===== config.mk =====
export PLATFORM = sky130hd
export DESIGN_NAME = parallel_spi_command_decoder_core
export DESIGN_NICKNAME = d
export VERILOG_FILES = /design/src/sv/pscd_pkg.sv /design/src/sv/pscd_in_stage.sv /design/src/sv/pscd_decoder.sv /design/src/sv/parallel_spi_command_decoder_core.sv
export SDC_FILE = /design/constraint.sdc
export NUM_CORES = 1
export LEC_CHECK = 0
export BUFFER_PORTS_ARGS = -buffer_cell sky130_fd_sc_hd__buf_2
export CAP_MARGIN = 20
export CORE_UTILIZATION = 35
export CTS_BUF_LIST = sky130_fd_sc_hd__clkbuf_8
export CTS_CLUSTER_SIZE = 28
export DETAILED_ROUTE_END_ITERATION = 16
export REMOVE_ABC_BUFFERS = 1
export SLEW_MARGIN = 10
export SYNTH_ARGS = -nofsm -noshare
export SYNTH_HDL_FRONTEND = slang
export SYNTH_SLANG_ARGS = --single-unit

===== constraint.sdc =====
create_clock -name clk -period 6.2 [get_ports clk]
set_input_delay 1.24 -clock clk [delete_from_list [all_inputs] [get_ports clk]]
set_output_delay 1.24 -clock clk [all_outputs]
set_load 0.01 [all_outputs]

===== src/sv/pscd_pkg.sv =====
`timescale 1ns / 1ps

package pscd_pkg;

    // Phase codes of the transfer sequencer
    localparam logic [2:0] PH_IDLE     = 3'd0;
    localparam logic [2:0] PH_LEN_WR   = 3'd1;
    localparam logic [2:0] PH_LEN_RD   = 3'd2;
    localparam logic [2:0] PH_WRITE    = 3'd3;
    localparam logic [2:0] PH_READ     = 3'd4;
    localparam logic [2:0] PH_READ_END = 3'd5;

    // Action codes reported with every result beat
    localparam logic [2:0] ACT_NONE    = 3'd0;
    localparam logic [2:0] ACT_LENGTH  = 3'd1;
    localparam logic [2:0] ACT_FORWARD = 3'd2;
    localparam logic [2:0] ACT_FETCH   = 3'd3;
    localparam logic [2:0] ACT_RDEND   = 3'd4;
    localparam logic [2:0] ACT_SPEED   = 3'd5;
    localparam logic [2:0] ACT_BAD     = 3'd6;

    // Header byte fields
    localparam logic [7:0] SHORT_LEN_MASK = 8'h3f;
    localparam logic [7:0] LONG_HI_MASK   = 8'h1f;
    localparam logic [7:0] LONG_KIND_MASK = 8'he0;
    localparam logic [7:0] HDR_LONG_WR    = 8'h80;
    localparam logic [7:0] HDR_LONG_RD    = 8'ha0;
    localparam logic [7:0] HDR_SLOW       = 8'hc0;
    localparam logic [7:0] HDR_FAST       = 8'hc1;
    localparam logic [1:0] HDR_SHORT_WR   = 2'b00;
    localparam logic [1:0] HDR_SHORT_RD   = 2'b01;

    localparam int COUNT_W = 14;

    typedef struct packed {
        logic       command;
        logic [7:0] port_byte;
        logic       select_level;
    } item_t;

    typedef struct packed {
        logic [2:0]         action;
        logic [7:0]         spi_byte;
        logic [COUNT_W-1:0] remaining;
        logic               speed_fast;
        logic               cs_active;
        logic               last;
    } result_t;

endpackage


===== src/sv/pscd_in_stage.sv =====
`timescale 1ns / 1ps

module pscd_in_stage (
    input  logic          clk,
    input  logic          rst_n,
    input  logic          in_valid,
    output logic          in_ready,
    input  pscd_pkg::item_t in_item,
    input  logic          take,
    output logic          s0_valid,
    output pscd_pkg::item_t s0_item
);
    import pscd_pkg::*;

    logic  valid_reg;
    logic  valid_next;
    item_t item_reg;

    // Accept a new beat whenever the stage is empty or drains this cycle
    assign in_ready   = !valid_reg || take;
    assign valid_next = (in_valid && in_ready) || (valid_reg && !take);

    always_ff @(posedge clk or negedge rst_n)
    begin
        if (!rst_n)
        begin
            valid_reg <= 1'b0;
        end
        else
        begin
            valid_reg <= valid_next;
        end
    end

    always_ff @(posedge clk)
    begin
        if (in_valid && in_ready)
        begin
            item_reg <= in_item;
        end
    end

    assign s0_valid = valid_reg;
    assign s0_item  = item_reg;

endmodule


===== src/sv/pscd_decoder.sv =====
`timescale 1ns / 1ps

module pscd_decoder (
    input  logic            clk,
    input  logic            rst_n,
    input  logic            fire,
    input  pscd_pkg::item_t item,
    output pscd_pkg::result_t result
);
    import pscd_pkg::*;

    logic [2:0]         phase_reg, phase_next;
    logic [4:0]         length_high_reg, length_high_next;
    logic [COUNT_W-1:0] count_reg, count_next;
    logic               speed_reg, speed_next;
    logic               select_reg, select_next;

    logic [COUNT_W-1:0] count_dec;
    logic [2:0]         act;
    logic [7:0]         sbyte;
    logic               last_flag;
    logic [7:0]         b;

    assign b         = item.port_byte;
    assign count_dec = (count_reg != '0) ? count_reg - 1'b1 : '0;

    always_comb
    begin
        phase_next       = phase_reg;
        length_high_next = length_high_reg;
        count_next       = count_reg;
        speed_next       = speed_reg;
        select_next      = select_reg;
        act              = ACT_NONE;
        sbyte            = 8'd0;
        last_flag        = 1'b0;
        if (item.command)
        begin
            select_next = !item.select_level;
        end
        else
        begin
            unique case (phase_reg)
                PH_LEN_WR, PH_LEN_RD:
                begin
                    count_next = {1'b0, length_high_reg, b} + 1'b1;
                    phase_next = (phase_reg == PH_LEN_WR) ? PH_WRITE : PH_READ;
                end
                PH_WRITE:
                begin
                    act        = ACT_FORWARD;
                    sbyte      = b;
                    count_next = count_dec;
                    if (count_dec == '0)
                    begin
                        last_flag  = 1'b1;
                        phase_next = PH_IDLE;
                    end
                end
                PH_READ:
                begin
                    act        = ACT_FETCH;
                    count_next = count_dec;
                    if (count_dec == '0)
                    begin
                        last_flag  = 1'b1;
                        phase_next = PH_READ_END;
                    end
                end
                PH_READ_END:
                begin
                    act        = ACT_RDEND;
                    count_next = '0;
                    phase_next = PH_IDLE;
                end
                default:
                begin
                    // Idle, and the unused codes: decode a header byte
                    phase_next = PH_IDLE;
                    count_next = '0;
                    priority if (b[7:6] == HDR_SHORT_WR)
                    begin
                        count_next = COUNT_W'(b & SHORT_LEN_MASK) + 1'b1;
                        phase_next = PH_WRITE;
                    end
                    else if (b[7:6] == HDR_SHORT_RD)
                    begin
                        count_next = COUNT_W'(b & SHORT_LEN_MASK) + 1'b1;
                        phase_next = PH_READ;
                    end
                    else if ((b & LONG_KIND_MASK) == HDR_LONG_WR)
                    begin
                        length_high_next = b[4:0] & LONG_HI_MASK[4:0];
                        phase_next       = PH_LEN_WR;
                        act              = ACT_LENGTH;
                    end
                    else if ((b & LONG_KIND_MASK) == HDR_LONG_RD)
                    begin
                        length_high_next = b[4:0] & LONG_HI_MASK[4:0];
                        phase_next       = PH_LEN_RD;
                        act              = ACT_LENGTH;
                    end
                    else if (b == HDR_SLOW || b == HDR_FAST)
                    begin
                        speed_next = b[0];
                        act        = ACT_SPEED;
                    end
                    else
                    begin
                        act = ACT_BAD;
                    end
                end
            endcase
        end
    end

    always_ff @(posedge clk or negedge rst_n)
    begin
        if (!rst_n)
        begin
            phase_reg       <= PH_IDLE;
            length_high_reg <= '0;
            count_reg       <= '0;
            speed_reg       <= 1'b0;
            select_reg      <= 1'b0;
        end
        else if (fire)
        begin
            phase_reg       <= phase_next;
            length_high_reg <= length_high_next;
            count_reg       <= count_next;
            speed_reg       <= speed_next;
            select_reg      <= select_next;
        end
    end

    assign result.action     = act;
    assign result.spi_byte   = sbyte;
    assign result.remaining  = count_next;
    assign result.speed_fast = speed_next;
    assign result.cs_active  = select_next;
    assign result.last       = last_flag;

    a_idle_count_zero: assert property (@(posedge clk) disable iff (!rst_n)
        phase_reg == PH_IDLE |-> count_reg == '0)
        else $error("idle phase with a nonzero byte count");

    a_phase_known: assert property (@(posedge clk) disable iff (!rst_n)
        phase_reg <= PH_READ_END)
        else $error("phase holds an unused code");

    a_last_on_data: assert property (@(posedge clk) disable iff (!rst_n)
        fire && last_flag |-> (act == ACT_FORWARD || act == ACT_FETCH))
        else $error("last flagged on a non-data beat");

    a_read_end_follows: assert property (@(posedge clk) disable iff (!rst_n)
        fire && !item.command && act == ACT_FETCH && last_flag
        |=> phase_reg == PH_READ_END)
        else $error("final read fetch did not arm the read end");

    a_count_bounded: assert property (@(posedge clk) disable iff (!rst_n)
        count_reg <= COUNT_W'(8192))
        else $error("byte count beyond the longest transfer");

endmodule


===== src/sv/parallel_spi_command_decoder_core.sv =====
`timescale 1ns / 1ps

// Adapter-side command decoder of a parallel-port-to-SPI bridge. Each input
// beat is either a host clock strobe carrying the port byte (command = 0) or a
// chip select change (command = 1, select_level low = selected). In idle a
// strobe is decoded as a header: 00xxxxxx short write and 01xxxxxx short read
// of x+1 bytes, 100hhhhh / 101hhhhh followed by a low byte for a long write or
// read of ((h<<8)|low)+1 bytes, 0xC0 slow and 0xC1 fast speed, anything else
// reported as a bad command. During a write each strobe forwards its byte on
// spi_byte; during a read each strobe fetches one byte and one extra strobe
// ends the transfer. Exactly one result beat leaves for every input beat, in
// order. Timing: one beat is taken every clock cycle when out_ready is held
// high. The result is registered: the input register feeds the decode,
// which loads the result register once that slot is free or being drained
// by the consumer. The phase and byte-count registers update once per beat,
// which is what sets that one-beat-per-cycle figure. Chip select changes never
// abort a transfer in progress.
module parallel_spi_command_decoder_core (
    input  logic                        clk,
    input  logic                        rst_n,
    input  logic                        in_valid,
    output logic                        in_ready,
    input  logic                        command,
    input  logic [7:0]                  port_byte,
    input  logic                        select_level,
    output logic                        out_valid,
    input  logic                        out_ready,
    output logic [2:0]                  action,
    output logic [7:0]                  spi_byte,
    output logic [pscd_pkg::COUNT_W-1:0] remaining,
    output logic                        speed_fast,
    output logic                        cs_active,
    output logic                        last
);
    import pscd_pkg::*;

    item_t   in_item;
    item_t   s0_item;
    logic    s0_valid;
    logic    take;
    result_t step_result;

    logic    out_valid_reg;
    logic    out_valid_next;
    result_t result_reg;

    assign in_item.command      = command;
    assign in_item.port_byte    = port_byte;
    assign in_item.select_level = select_level;

    // Advance the held beat into the result register when that slot is free
    // or is being emptied by the consumer in this same cycle.
    assign take = s0_valid && (!out_valid_reg || out_ready);

    pscd_in_stage u_in_stage (
        .clk      (clk),
        .rst_n    (rst_n),
        .in_valid (in_valid),
        .in_ready (in_ready),
        .in_item  (in_item),
        .take     (take),
        .s0_valid (s0_valid),
        .s0_item  (s0_item)
    );

    // Decode the beat and update the transfer state only when it advances
    pscd_decoder u_decoder (
        .clk    (clk),
        .rst_n  (rst_n),
        .fire   (take),
        .item   (s0_item),
        .result (step_result)
    );

    // Hold the result until it is taken; drop the valid once drained
    assign out_valid_next = take || (out_valid_reg && !out_ready);

    always_ff @(posedge clk or negedge rst_n)
    begin
        if (!rst_n)
        begin
            out_valid_reg <= 1'b0;
        end
        else
        begin
            out_valid_reg <= out_valid_next;
        end
    end

    always_ff @(posedge clk)
    begin
        if (take)
        begin
            result_reg <= step_result;
        end
    end

    assign out_valid  = out_valid_reg;
    assign action     = result_reg.action;
    assign spi_byte   = result_reg.spi_byte;
    assign remaining  = result_reg.remaining;
    assign speed_fast = result_reg.speed_fast;
    assign cs_active  = result_reg.cs_active;
    assign last       = result_reg.last;

endmodule

==> results.rst <==
.. list-table::
   :header-rows: 1

   * - Metric
     - Value
   * - Outcome
     - finished clean
   * - Master cell of the clock root buffer
     - clkbuf_8
   * - Pwr/cell area
     - 439 nW/µm²
   * - Layout net count
     - between 300 and 400
   * - Data required, critical path
     - between 6000 and 7000 ps
   * - Seq pwr share
     - 0.405
   * - Total number of clock tree sinks
     - 64
   * - Total I/O pin count
     - 44
   * - Die ar.
     - 10400 µm²
   * - Layout area overhead
     - 14.8%
   * - Clock network latency to the later pin of the worst-skew pair
     - approximately 360 ps
   * - Maximum clock rate
     - between 0.3 and 0.4 GHz
   * - Final core utilization
     - 0.412
   * - Number of buffers added to fix hold violations after cts
     - 0
   * - Total of flip-flops plus latches after synthesis
     - 64
   * - Depth of the most critical reg-to-reg path
     - 8
   * - Post-CTS Setup Repair Bufs
     - 0
   * - Setup TNS
     - 0 ps
   * - Post_cts resized
     - 0
   * - Vias after detailed routing
     - between 2000 and 3000
   * - First-pass GRT wire length
     - between 10 and 15 mm
   * - Initial cell density of the core
     - 0.359
   * - Beginning of the worst register-to-register path
     - u_decoder.count_reg[0]
   * - Post-layout minimum cycle time
     - 2940 ps
   * - Global route overflow
     - 0
   * - Synth Warn #
     - 0
   * - Cell Area, Synth
     - 3490 µm²
   * - Placer's final routability congestion estimate
     - 0.878
   * - Arrival time worst endpoint
     - ~3000 ps
   * - Capturing instance or port of the critical path
     - remaining[6]
   * - Cell variety after synth
     - 58
   * - Sum of net half-perimeters after detailed placement
     - approximately 5.8 mm
   * - Floorplan core area
     - approximately 9700 µm²
   * - Asr flop ratio synth
     - 0.406
   * - Placed cell count
     - 494
   * - Max cap viols
     - 0
   * - Clk buf depth
     - 2
   * - Number of filler instances in the final layout
     - approximately 1000
   * - Crit path setup slack, layout
     - roughly 3300 ps
   * - Flop2flop setup slack
     - 3260 ps
   * - Critical-path maximum fanout
     - 14
   * - Average routed wire per standard cell
     - roughly 16 µm
   * - Largest net degree at the start of global routing
     - 38
   * - Antenna violation net count after detailed routing
     - 0
   * - Vias per inst
     - roughly 5.3
   * - Sequential fraction of the synthesis area
     - 0.513
   * - Actual transition at the worst max-transition pin
     - 1030 ps
   * - CTS tree
     - built
   * - Switching component of the power
     - 0.000715 W
   * - Total iterations of the first detailed-routing run
     - 4
   * - Kind of capture point of the worst setup path
     - flop
   * - Number of max-slew violations in the final report
     - 0
   * - Internal power component
     - between 0.001 and 0.0015 W
   * - Post-layout instance count excluding filler cells
     - 510
   * - Chip Height
     - ~100 µm
   * - Power share of the clock group
     - 0.210
   * - Average cell area after synthesis
     - ~10 µm²
   * - Final Routed Wirelength
     - roughly 8.4 mm
   * - Capture instance of the worst register-to-register path
     - remaining[6]
   * - Rows
     - 36
   * - Predominant post-synthesis flop cell
     - edfxtp_1
   * - Crit share post-route
     - 0.474
   * - Commonest non-fill, non-tap cells in the layout
     - buf_2 (43), edfxtp_1 (38), nor2_1 (35), dfrtp_1 (26), nand2_1 (24)
   * - Type of origin of the critical path
     - flop
   * - Switching share of total power
     - 0.406
   * - Placed cell area
     - around 3800 µm²
   * - HP Start
     - u_decoder.speed_reg
   * - Number of levels in the clock H-tree
     - 3
   * - Hold violation count in the final report
     - 0
   * - Proportion of power drawn by combinational gates
     - 0.385
   * - Overall die width
     - just over 100 µm
   * - Inserted Clock Buffers
     - 9
   * - Worst Path Class, Setup
     - reg2reg
   * - Via count of the first global-routing pass
     - between 2000 and 3000
   * - Number of antenna violations at the first check in global routing
     - 0
   * - LEAKAGE
     - 1.64 nW
   * - Number of enable flip-flop cells after synthesis
     - 38
   * - Count of input and output buffers
     - between 40 and 50
   * - Launch point of the worst path
     - u_decoder.count_reg[0]
   * - Post-place setup slack
     - between 3000 and 4000 ps
   * - Proportion of layout cells with a drive suffix above 1
     - 0.212
   * - Gr usage total
     - 0.173
   * - Cells after synthesis
     - around 340
   * - Peak supply drop
     - around 0.16 mV
   * - Post-route standard cell area excluding fillers
     - roughly 4000 µm²
   * - Clock transition time at the flip-flop clock pins of the worst setup and hold paths
     - 80 ps
   * - Final-report setup violation count
     - 0
   * - Final worst clock skew
     - between 15 and 20 ps
   * - Number of diodes added for antenna fixing
     - 0
   * - Number of DRC violations after detailed routing
     - 0
   * - Unrepaired setup endpoints after global routing
     - no
   * - Class of the most critical hold timing path
     - reg2reg
   * - Most common library cell in the layout ignoring fill and taps
     - buf_2
   * - Number of design-rule violations left by the first detailed-router iteration
     - about 160
   * - Remaining max-slew budget at the tightest pin
     - 0.313
-- through the flow --
stage	power, W	hold WS (ps)
finish	0.00176	479
global route	0.00187	517
CTS	0.00176	487
detailed placement	0.00139	468
global placement	0.00138	461
floorplan	0.00117	442
-- power by group through the flow --
stage          Sequential (W)  Clock (W)  Combinational (W)
4_1_cts              0.000708   0.000379           0.000674
6_report             0.000713   0.000370           0.000678
2_1_floorplan        0.000695          0           0.000478
3_3_place_gp         0.000715          0           0.000664
3_5_place_dp         0.000717          0           0.000670
5_1_grt              0.000727   0.000399           0.000747
-- logic make-up (layout without fill, tap and decap cells) --
kind of cell	count (synthesis)	in the layout	share of synthesized area
fa+ha+maj	5	5	0.0179
simple gates	127	127	0.192
buf+inv	32	74	0.0380
compound gates	77	77	0.155
mux	12	12	0.0391
xor+xnor	18	18	0.0452
flops	64	64	0.513
-- layer usage --
layer | wire [µm] | share of wire | global-route usage | up-vias
li1 | - | - | - | 1317
met1 | 3920 | 0.47 | 0.227 | 1305
met2 | 3830 | 0.46 | 0.264 | 70
met3 | 428 | 0.051 | 0.0479 | 18
met4 | 185 | 0.022 | 0.0846 | 0
met5 | 0 | 0 | 0 | -
-- worst min path at each step --
| stage | endpoint | cells after the start |
|---|---|---|
| after global routing | u_decoder.speed_reg | 2 |
| after detailed placement | u_decoder.speed_reg | 2 |
| after global placement | u_decoder.speed_reg | 2 |
| after floorplan | u_decoder.speed_reg | 2 |
| final | u_decoder.speed_reg | 2 |
| after CTS | u_decoder.speed_reg | 2 |
-- synthesized netlist by cell type (2+ instances only) --
cell type / n / area (µm²)
nor3_1: 12 / 60.1
nand2b_1: 6 / 37.5
nand3_1: 8 / 40.0
a22o_1: 16 / 140
edfxtp_1: 38 / 1140
dfrtp_1: 26 / 651
a221o_1: 2 / 20.0
a21o_1: 4 / 30.0
xnor2_1: 8 / 70.1
a31oi_1: 7 / 43.8
o22ai_1: 11 / 68.8
nor4_1: 4 / 25.0
nand3b_1: 2 / 15.0
and3_1: 4 / 25.0
o21ai_0: 6 / 30.0
o21ai_1: 3 / 15.0
o211ai_1: 2 / 15.0
inv_1: 11 / 41.3
or2_2: 2 / 12.5
mux2i_1: 2 / 20.0
nand4_1: 7 / 43.8
nor2_1: 35 / 131
and2_1: 6 / 37.5
clkbuf_1: 16 / 60.1
nand2_1: 24 / 90.1
ha_1: 5 / 62.6
o32a_1: 2 / 20.0
a21oi_1: 14 / 70.1
nor2b_1: 2 / 12.5
mux2_2: 9 / 101
xor2_1: 10 / 87.6
or3_1: 5 / 31.3
-- final cells by class --
type,instances,area [µm²],area share
Sequential cell,64,1790,0.447
Multi-Input combinational cell,239,1570,0.391
Timing Repair Buffer,46,238,0.0593
Tap cell,133,166,0.0415
Clock buffer,9,124,0.0309
Clock inverter,7,76.3,0.0191
Inverter,12,45.0,0.0112
-- worst max-delay path, stage by stage, from the launching register on --
cell,delay [ps]
dfrtp_1,450
inv_1,120
ha_1,440
or4b_4,560
nor4b_4,290
or2_1,280
o32a_1,170
o21ai_1,90
mux2_2,300
Note: power is estimated with default switching activity, not from simulation.
